==> src/rtl/core/branch_target_predictor_ras_tc_top_defines.svh <==
// Assertion macros used by the branch target predictor top level.
`ifndef BRANCH_TARGET_PREDICTOR_RAS_TC_TOP_DEFINES_SVH
`define BRANCH_TARGET_PREDICTOR_RAS_TC_TOP_DEFINES_SVH

// Same-cycle implication, clocked on clk, off during reset.
`define BTP_ASSERT_NOW(lbl, ante, cons) \
	lbl: assert property (@(posedge clk) disable iff (!arst_n) (ante) |-> (cons)) \
		else $error("btp assertion failed");

// Next-cycle implication, clocked on clk, off during reset.
`define BTP_ASSERT_NEXT(lbl, ante, cons) \
	lbl: assert property (@(posedge clk) disable iff (!arst_n) (ante) |=> (cons)) \
		else $error("btp assertion failed");

`endif

==> src/rtl/core/btp_pkg.sv <==
// Package: types, codes and default sizes of the branch target predictor.
`default_nettype none
package btp_pkg;
	localparam int unsigned BTB_ENTRIES_DEF      = 2048;
	localparam int unsigned TAG_BITS_DEF         = 8;
	localparam int unsigned STACK_DEPTH_DEF      = 2048;
	localparam int unsigned REPEAT_BITS_DEF      = 8;
	localparam int unsigned HISTORY_ENTRIES_DEF  = 2048;
	localparam int unsigned INDIRECT_ENTRIES_DEF = 2048;

	localparam logic [31:0] NO_TARGET = 32'hFFFF_FFFF;
	localparam logic [31:0] PC_STEP   = 32'd4;

	localparam logic MODE_PREDICT = 1'b0;
	localparam logic MODE_UPDATE  = 1'b1;

	localparam logic [1:0] KIND_DIRECT   = 2'd0;
	localparam logic [1:0] KIND_CALL     = 2'd1;
	localparam logic [1:0] KIND_RETURN   = 2'd2;
	localparam logic [1:0] KIND_INDIRECT = 2'd3;

	typedef struct packed {
		logic        mode;
		logic [31:0] pc;
		logic [31:0] actual_target;
		logic [1:0]  branch_kind;
		logic        taken;
	} item_t;

	typedef struct packed {
		logic        target_valid;
		logic [31:0] target;
	} result_t;

	typedef struct packed {
		logic clear;
		logic capture;
		logic resolve;
		logic ind_done;
	} ctl_cmd_t;

	typedef struct packed {
		logic clr_last;
		logic need_ind;
	} ctl_sts_t;
endpackage
`default_nettype wire

==> src/rtl/core/btp_ctrl.sv <==
// Controller: sequences clearing, lookup and indirect read steps.
`default_nettype none
module btp_ctrl (
	input  wire logic              clk,
	input  wire logic              arst_n,
	input  wire logic              start,
	input  wire btp_pkg::ctl_sts_t sts,
	output      btp_pkg::ctl_cmd_t cmd,
	output      logic              busy
);
	typedef enum logic [3:0] {
		ST_CLEAR = 4'b0001,
		ST_IDLE  = 4'b0010,
		ST_LOOK  = 4'b0100,
		ST_IND   = 4'b1000
	} state_t;

	state_t state_q, state_d;

	always_comb begin
		state_d = state_q;
		cmd     = '0;
		case (state_q)
			ST_CLEAR: begin
				cmd.clear = 1'b1;
				if (sts.clr_last) state_d = ST_IDLE;
			end
			ST_IDLE: begin
				if (start) begin
					cmd.capture = 1'b1;
					state_d     = ST_LOOK;
				end
			end
			ST_LOOK: begin
				cmd.resolve = 1'b1;
				state_d     = sts.need_ind ? ST_IND : ST_IDLE;
			end
			ST_IND: begin
				cmd.ind_done = 1'b1;
				state_d      = ST_IDLE;
			end
			default: state_d = ST_CLEAR;
		endcase
	end

	always_ff @(posedge clk or negedge arst_n) begin
		if (!arst_n) state_q <= ST_CLEAR;
		else         state_q <= state_d;
	end

	assign busy = (state_q != ST_IDLE);
endmodule
`default_nettype wire

==> config.mk <==
export PLATFORM = sky130hd
export DESIGN_NAME = btp_ctrl
export DESIGN_NICKNAME = d
export VERILOG_FILES = /design/src/rtl/core/branch_target_predictor_ras_tc_top_defines.svh /design/src/rtl/core/btp_pkg.sv /design/src/rtl/core/btp_ctrl.sv
export SDC_FILE = /design/constraint.sdc
export NUM_CORES = 1
export LEC_CHECK = 0
export BUFFER_PORTS_ARGS = -buffer_cell sky130_fd_sc_hd__buf_2
export CAP_MARGIN = 5
export CORE_AREA = 2 2 39 41
export DETAILED_ROUTE_END_ITERATION = 10
export DIE_AREA = 0 0 41 43
export PLACE_DENSITY = 0.41
export SLEW_MARGIN = 20
export SYNTH_ARGS = -nofsm -noshare
export SYNTH_HDL_FRONTEND = slang
export SYNTH_SLANG_ARGS = --single-unit
==> constraint.sdc <==
create_clock -name clk -period 1.4 [get_ports clk]
set_input_delay 0.21 -clock clk [delete_from_list [all_inputs] [get_ports clk]]
set_output_delay 0.21 -clock clk [all_outputs]
set_load 0.01 [all_outputs]
Word level (Yosys, flattened, before mapping)
Index checks and enable logic that the tools add are counted.
{ "totals": {"reg_bits": 4, "inputBits": 5, "wordCells": 18} }
{ "op_classes": {"eq_ne": 7, "muxes": 9, "n_reduce_logical": 1} }
{ "ops": {"columns": ["operator", "n"], "rows": [
  ["4-bit one-hot mux with 4 select lines", 1],
  ["4-bit 2-to-1 mux", 3],
  ["1-bit 2-to-1 mux", 5],
  ["4-bit by 1-bit equality test with 1-bit output, second input constant", 1],
  ["4-bit by 2-bit equality test with 1-bit output, second input constant", 1],
  ["4-bit by 3-bit equality test with 1-bit output, second input constant", 1],
  ["4-bit equality test, second input constant", 1],
  ["2-bit inequality test, second input constant", 2],
  ["4-bit by 2-bit inequality test with 1-bit output, second input constant", 1],
  ["2-bit AND reduction", 1]
]} }

Longest topological paths before layout
Gate-level depths: netlist (run 1).
{ "depth": {"ltp_word": 3, "depth_mapped": 3, "mapped_depth_nobuf": 3} }

Worst setup path after synthesis (run 1)
No wires, ideal clock.
{ "synth_path": {"path_kind": "reg2out", "from": "reg state_q[3]", "to": "out cmd[2] (netlist bit)", "arrival_ps": 1192, "t_required_ps": 1190, "path_slack_ps": -2, "path_stages_with_launch": 3, "path_buffers": 0, "path_cell_list": "dfrtp_1 -> or4b_4 -> nor2_1"} }
{ "synth_rtl": {"columns": ["element", "line", "rtl"], "rows": [
  ["start: declaration", "btp_ctrl.sv:18", "state_t state_q, state_d;"],
  ["start signal: assignment", "btp_ctrl.sv:48", "else state_q <= state_d;"],
  ["end: declaration", "btp_ctrl.sv:8", "output btp_pkg::ctl_cmd_t cmd,"]
]} }

==> metrics.md, run 1 <==
| Metric | Value |
|---|---|
| I/O Buffers | `9` |
| Syn_nets | `27` |
| Area of the multi-input gates | `151 sq um` |
| RSZ-0062 raised after global routing | `true` |
| CP Class | `register to output port` |
| Mapped cell area | `234 sq um` |
| Worst EP required | `1190 ps` |
| Pre-antenna DRT Iters | `2` |
| RD Place Congestion | `0.704` |
| Slowest CP cell | `or4b_4` |
| WP buf/inv | `1` |
| Synth Warn # | `0` |
| Biggest register | `state_q` |
| Clock Skews | `3.86 ps` |
| Final worst path period share | `1.12` |
| CP startpoint kind | `register` |
| DRT antenna net count | `0` |
| Sequential area share after synthesis | `0.433` |
| Clock share of power | `0.214` |
| Crit-path max cell delay | `560 ps` |
| CTS H-tree depth | `1` |
| Synth-to-Final Area Change | `76.5%` |
| Worst VDD drop | `0.000677 V` |
| CTS Buffer Depth | `2` |
| Clock Sinks | `4` |
| Via count | `227` |
| Worst setup EP type | `output port` |
| Diodes inserted | `0` |
| DP Cell Count | `51` |
| Synthesized flop and latch total | `4` |
| Pwr dens | `1750 mW/mm^2` |
| Die Area | `0.00176 sq mm` |
| Setup ws final | `-170 ps` |
| Peak fanout along the critical path | `3` |
| Chip Width | `41 um` |
| DP Wirelength | `390 um` |
| Via density | `3.91` |
| # setup viols final | `3` |
| Ports | `10` |
| Drt drc | `0` |
| Fillcell total | `158` |
| Routed wire length | `576 um` |
| Clock Latency Late Sink | `230 ps` |
| Largest registers | `state_q: 4 flops` |
| Gr usage total | `0.0817` |
| Die H | `43 um` |
| CTS tree | `built` |
| Finished Layout Cells | `58` |
| Int Pwr | `0.000485 W` |
| Initial antenna violation count | `0` |
| Outcome | `finished with violations` |
| Layout Nets | `48` |
| Clk root buf | `clkbuf_4` |
| WL per Instance | `9.93 um` |
| Slew at the pin with the worst max-slew slack | `245 ps` |
| Max_cap viols | `0` |
| Combinational fraction of design power | `0.544` |
| Grt ovf | `0` |
| Vias in the first global route | `232` |
| Sw Ratio | `0.328` |
| Layout cells sized above 1 | `0.595` |
| CTS Buf Count | `3` |
| Hold slack final | `203 ps` |
| Fin util | `0.298` |
| Site row count | `14` |
| Sequential Area | `101 sq um` |
| Core area | `0.00138 sq mm` |
| Synth cell types | `15` |
| First-pass GRT wire length | `952 um` |
| Max Clock Freq | `0.637 GHz` |
| Slew Limit Fails | `0` |
| Largest net degree at the start of global routing | `7` |
| Tmin final | `1570 ps` |
| Cells after Synth | `22` |
| Seq pwr share | `0.242` |
| NetSw | `0.000236 W` |
| WP data arrival | `1360 ps` |
| Clock-pin slew on the worst setup and hold paths | `40 ps` |
| Mean Syn Cell Area | `10.6 sq um` |
| Crit path cell chain | `or4b_4 -> nor2_2 -> buf_2` |
| Crit path max-delay family | `simple AND/OR/NAND/NOR gates` |
| Number of flip-flops in the largest register | `4` |
| HP Class | `input pin to register` |
| Failing checks | `negative setup slack` |
| Final Hold Viols | `0` |
| Initial Util | `0.169` |
| Leakage | `0.205 nW` |
| DRT iter0 DRCs | `1` |
| Relative slew slack | `0.836` |
-- path summary, 6_finish.rpt --
| kind | depth (start not counted) | slack [ps] | from | endpoint |
|---|---|---|---|---|
| min in group asynchronous | 2 | 310 | arst_n | state_q[1] |
| max in group asynchronous | 2 | 890 | arst_n | state_q[0] |
| max reg2reg | 5 | 90 | state_q[0] | state_q[0] |
| max | 3 | -170 | state_q[0] | cmd[2] |
| min reg2reg | 3 | 670 | state_q[3] | state_q[2] |
| min | 2 | 200 | start | state_q[1] |
-- layout make-up --
class	instances	area share
multi-input cells	17	0.367
repair buffers	16	0.267
flip-flops and latches	4	0.245
clock buffers	4	0.0636
well taps	16	0.0485
inverters	1	0.00909
-- routing by layer --
layer	vias up	track usage	part of all wire
li1	119	-	-
met1	104	0.0948	0.39
met2	4	0.125	0.56
met3	0	0.0157	0.045
met4	0	0.0600	0
met5	-	0	0
-- Yosys cell counts --
master / n / area [sq um]
and2_1: 2 / 12.5
dfrtp_1: 3 / 75.1
dfstp_2: 1 / 26.3
inv_1: 1 / 3.75
nand2_1: 1 / 3.75
nor2_1: 3 / 11.3
nor2b_1: 1 / 6.26
nor3b_1: 1 / 7.51
nor4b_2: 2 / 30.0
o211ai_2: 1 / 12.5
o21a_1: 1 / 7.51
o21ai_0: 1 / 5.00
o21ai_1: 2 / 10.0
or4b_4: 1 / 13.8
xor2_1: 1 / 8.76
-- metrics by stage --
stage / instance area, sq um / power, W / setup WS, ps / setup TNS, ps
3_3_place_gp: 332 / 0.000450 / 69.9 / 0
4_1_cts: 420 / 0.000741 / -180 / -527
3_5_place_dp: 332 / 0.000450 / 65.3 / 0
6_report: 413 / 0.000721 / -170 / -388
2_1_floorplan: 236 / 0.000337 / 39.1 / 0
5_1_grt: 413 / 0.000785 / -226 / -659
-- kinds of logic (layout without fill, tap and decap cells) --
family | count (synthesis) | in the layout | share of synthesized area
AND/OR/NAND/NOR | 11 | 11 | 0.364
AO/OA/AOI/OAI | 5 | 5 | 0.150
flip-flops | 4 | 4 | 0.433
XOR/XNOR | 1 | 1 | 0.0374
buffers and inverters | 1 | 21 | 0.0160
-- power groups by stage --
| stage | Clock (W) | Combinational (W) | Sequential [W] |
|---|---|---|---|
| floorplan | 0 | 0.000138 | 0.000200 |
| global placement | 0 | 0.000277 | 0.000173 |
| detailed placement | 0 | 0.000277 | 0.000173 |
| CTS | 0.000165 | 0.000405 | 0.000171 |
| global route | 0.000176 | 0.000433 | 0.000176 |
| finish | 0.000154 | 0.000392 | 0.000175 |
-- layout by cell type, fill, tap and decap left out --
master and instances:
and2_1 2, buf_2 8, buf_4 5, buf_6 2, clkbuf_1 1, clkbuf_4 3, dfrtp_1 3, dfstp_2 1
dlygate4sd3_1 1, inv_1 1, nand2_1 1, nor2_1 1, nor2_2 2, nor2b_1 1, nor3b_1 1, nor4b_4 2
o211ai_2 1, o21a_1 1, o21ai_0 1, o21ai_1 2, or4b_4 1, xor2_1 1
-- worst register-to-register path, stage by stage, from the launching register on --
cell     delay (ps)
dfstp_2         520
buf_4           140
nor4b_4         240
buf_4           150
nand2_1          70
o21a_1          120
-- what timing repair did --
item / CTS / global route
pin swaps: 1 / 1
endpoints found under the setup margin: 4 / 7
endpoints found under the hold margin: 4 / 0
hold buffers: 1 / 0
buffers inserted: 3 / 0
resized for setup: 5 / 1
(Power assumes the default switching activity.)
==> inputs of run 2 (changes only) <==
--- a/config.mk
+++ b/config.mk
@@ -11,6 +11,7 @@
 export DETAILED_ROUTE_END_ITERATION = 10
 export DIE_AREA = 0 0 41 43
 export PLACE_DENSITY = 0.41
+export SKIP_CTS_REPAIR_TIMING = 1
 export SLEW_MARGIN = 20
 export SYNTH_ARGS = -nofsm -noshare
 export SYNTH_HDL_FRONTEND = slang
==> run 2 against run 1 <==
Net effect:
- the flow still finishes with violations (negative setup slack)
- worst hold slack gained 0.52 ps
- sequential share of layout area decreased by 0.074 points
- via count fell by 1.3%
- utilization grew 0.090 points
- register-to-register slack about the same
- setup slack got worse by 2.2 ps
- die area stayed put
- sequential power about the same
- final cell count grew 1.7%
- wire length down 0.87%
- cell area increased by 0.30%
- critical endpoint unchanged
==> metrics.md, run 2 (synthesis gave the netlist of run 1 again) <==
| Metric | Value |
|---|---|
| Tot Pwr | `0.000722 W (about the same)` |
| Max_cap viols | `0 (unchanged)` |
| Die Area | `0.00176 sq mm (unchanged)` |
| Met2 GRT Util | `0.0875 (-0.0375)` |
| CTS Buf Count | `3 (unchanged)` |
| First-pass GRT wire length | `765 um (-20%)` |
| Vias in the first global route | `197 (-15%)` |
| Largest net degree at the start of global routing | `7 (unchanged)` |
| Most frequent cells in the layout | `9 x buf_2, 6 x buf_4, 3 x clkbuf_4, 3 x dfrtp_1` |
| Routed wire length | `571 um (-0.87%)` |
| CTS Buffer Depth | `2 (unchanged)` |
| Area of the multi-input gates | `151 sq um (unchanged)` |
| RSZ-0062 raised after global routing | `true` |
| I/O Buffers | `9 (unchanged)` |
| Failing checks | `negative setup slack` |
| Biggest register | `state_q` |
| CTS tree | `built` |
| Chip Width | `41 um (unchanged)` |
| # setup viols final | `5 (+2)` |
| Most common cell after layout, fill and taps aside | `buf_2` |
| CP startpoint kind | `register` |
| Slew Limit Fails | `0 (unchanged)` |
| WL per Instance | `9.68 um (-2.5%)` |
| Clock-pin slew on the worst setup and hold paths | `40 ps (about the same)` |
| DRT antenna net count | `0 (unchanged)` |
| Clk root buf | `clkbuf_4` |
| Layout cells sized above 1 | `0.605 (+0.00941)` |
| Initial Util | `0.169 (unchanged)` |
| Fillcell total | `159 (+0.63%)` |
| Peak fanout along the critical path | `4 (+1)` |
| Worst setup EP type | `output port` |
| Pwr dens | `1740 mW/mm^2 (-0.22%)` |
| Leakage | `0.207 nW (+0.77%)` |
| Via count | `224 (-1.3%)` |
| WP data arrival | `1360 ps (about the same)` |
| Sequential Area | `101 sq um (unchanged)` |
| Clock Latency Late Sink | `230 ps (about the same)` |
| Drt drc | `0 (unchanged)` |
| TNS Setup | `-516 ps (-128 ps)` |
| Diodes inserted | `0 (unchanged)` |
| Die H | `43 um (unchanged)` |
| CP Class | `register to output port` |
| RD Place Congestion | `0.704 (unchanged)` |
| Ports | `10 (unchanged)` |
| DP Worst Slack | `65.3 ps (unchanged)` |
| Setup ws final | `-172 ps (-2.15 ps)` |
| CTS H-tree depth | `1 (unchanged)` |
| Layout Nets | `49 (+2.1%)` |
| Clock Sinks | `4 (unchanged)` |
| Pre-antenna DRT Iters | `4 (+2)` |
| Number of flip-flops in the largest register | `4 (unchanged)` |
| Global-route met3 utilization | `0.0157 (unchanged)` |
| Crit-path max cell delay | `550 ps (about the same)` |
| Final Hold Viols | `0 (unchanged)` |
| Core area | `0.00138 sq mm (unchanged)` |
| Clock Skews | `3.86 ps (unchanged)` |
| Gr usage total | `0.0666 (-0.0151)` |
| Largest registers | `state_q: 4 flops` |
| Slowest CP cell | `or4b_4` |
| Initial antenna violation count | `0 (unchanged)` |
| Outcome | `finished with violations` |
| Crit path cell chain | `or4b_4 -> nor2_2 -> buf_2` |
| DP Wirelength | `390 um (unchanged)` |
| Worst EP required | `1190 ps (about the same)` |
| Relative slew slack | `0.863 (+0.0275)` |
| Site row count | `14 (unchanged)` |
| Worst VDD drop | `0.000755 V (+11%)` |
| Slew at the pin with the worst max-slew slack | `204 ps (-41.0 ps)` |
| Grt ovf | `0 (unchanged)` |
| Gr busiest metal | `met2` |
| Met1 Usage GRT | `0.0850 (-0.00980)` |
| Max Clock Freq | `0.636 GHz (-0.14%)` |
| WP buf/inv | `1 (unchanged)` |
| Final worst path period share | `1.12 (+0.00154)` |
| Via density | `3.80 (-3.0%)` |
| Crit path max-delay family | `simple AND/OR/NAND/NOR gates` |
| HP Class | `input pin to register` |
| Tmin final | `1570 ps (+2.15 ps)` |
| DRT iter0 DRCs | `2 (+1)` |
| Synth-to-Final Area Change | `77.0%` |
[run 2: changes by cell type in the layout (fill, tap and decap cells not counted), sizes merged]
cell	change
buf	+1
[run 2: worst paths after layout]
check / startpoint / end / slack (ps) / cells after the start
max: state_q[3] / cmd[2] / -170 / 3
min reg2reg: state_q[3] / state_q[2] / 570 / 2
max reg2reg: state_q[0] / state_q[0] / 80 / 6
max in group asynchronous: arst_n / state_q[0] / 890 / 2
min: start / state_q[1] / 200 / 2
min in group asynchronous: arst_n / state_q[1] / 310 / 2
[run 2: stage by stage]
step                cells  hold WS, ps  utilization  area (sq um)
detailed placement     51         15.9        0.240           332
global placement       51         14.0        0.240           332
CTS                    55         -240        0.259           358
floorplan              22        -85.6            -           236
global route           59          201        0.299           414
finish                 59          204        0.299           414
[run 2: where the power goes]
part           internal (W)  total, W  switching [W]
clock network      0.000107  0.000154      0.0000472
logic              0.000225  0.000395       0.000170
registers          0.000157  0.000172      0.0000151
[run 2: area by class of cell]
class,count,area share
Clock buffer,4,0.0634
Inverter,1,0.00906
Multi-Input combinational cell,17,0.366
Sequential cell,4,0.245
Tap cell,16,0.0483
Timing Repair Buffer,17,0.269
[run 2: routing by layer]
layer  share of wire  routed length (um)
met5               0                   0
met4               0                   0
met3           0.046                  26
met2            0.53                 305
met1            0.42                 239
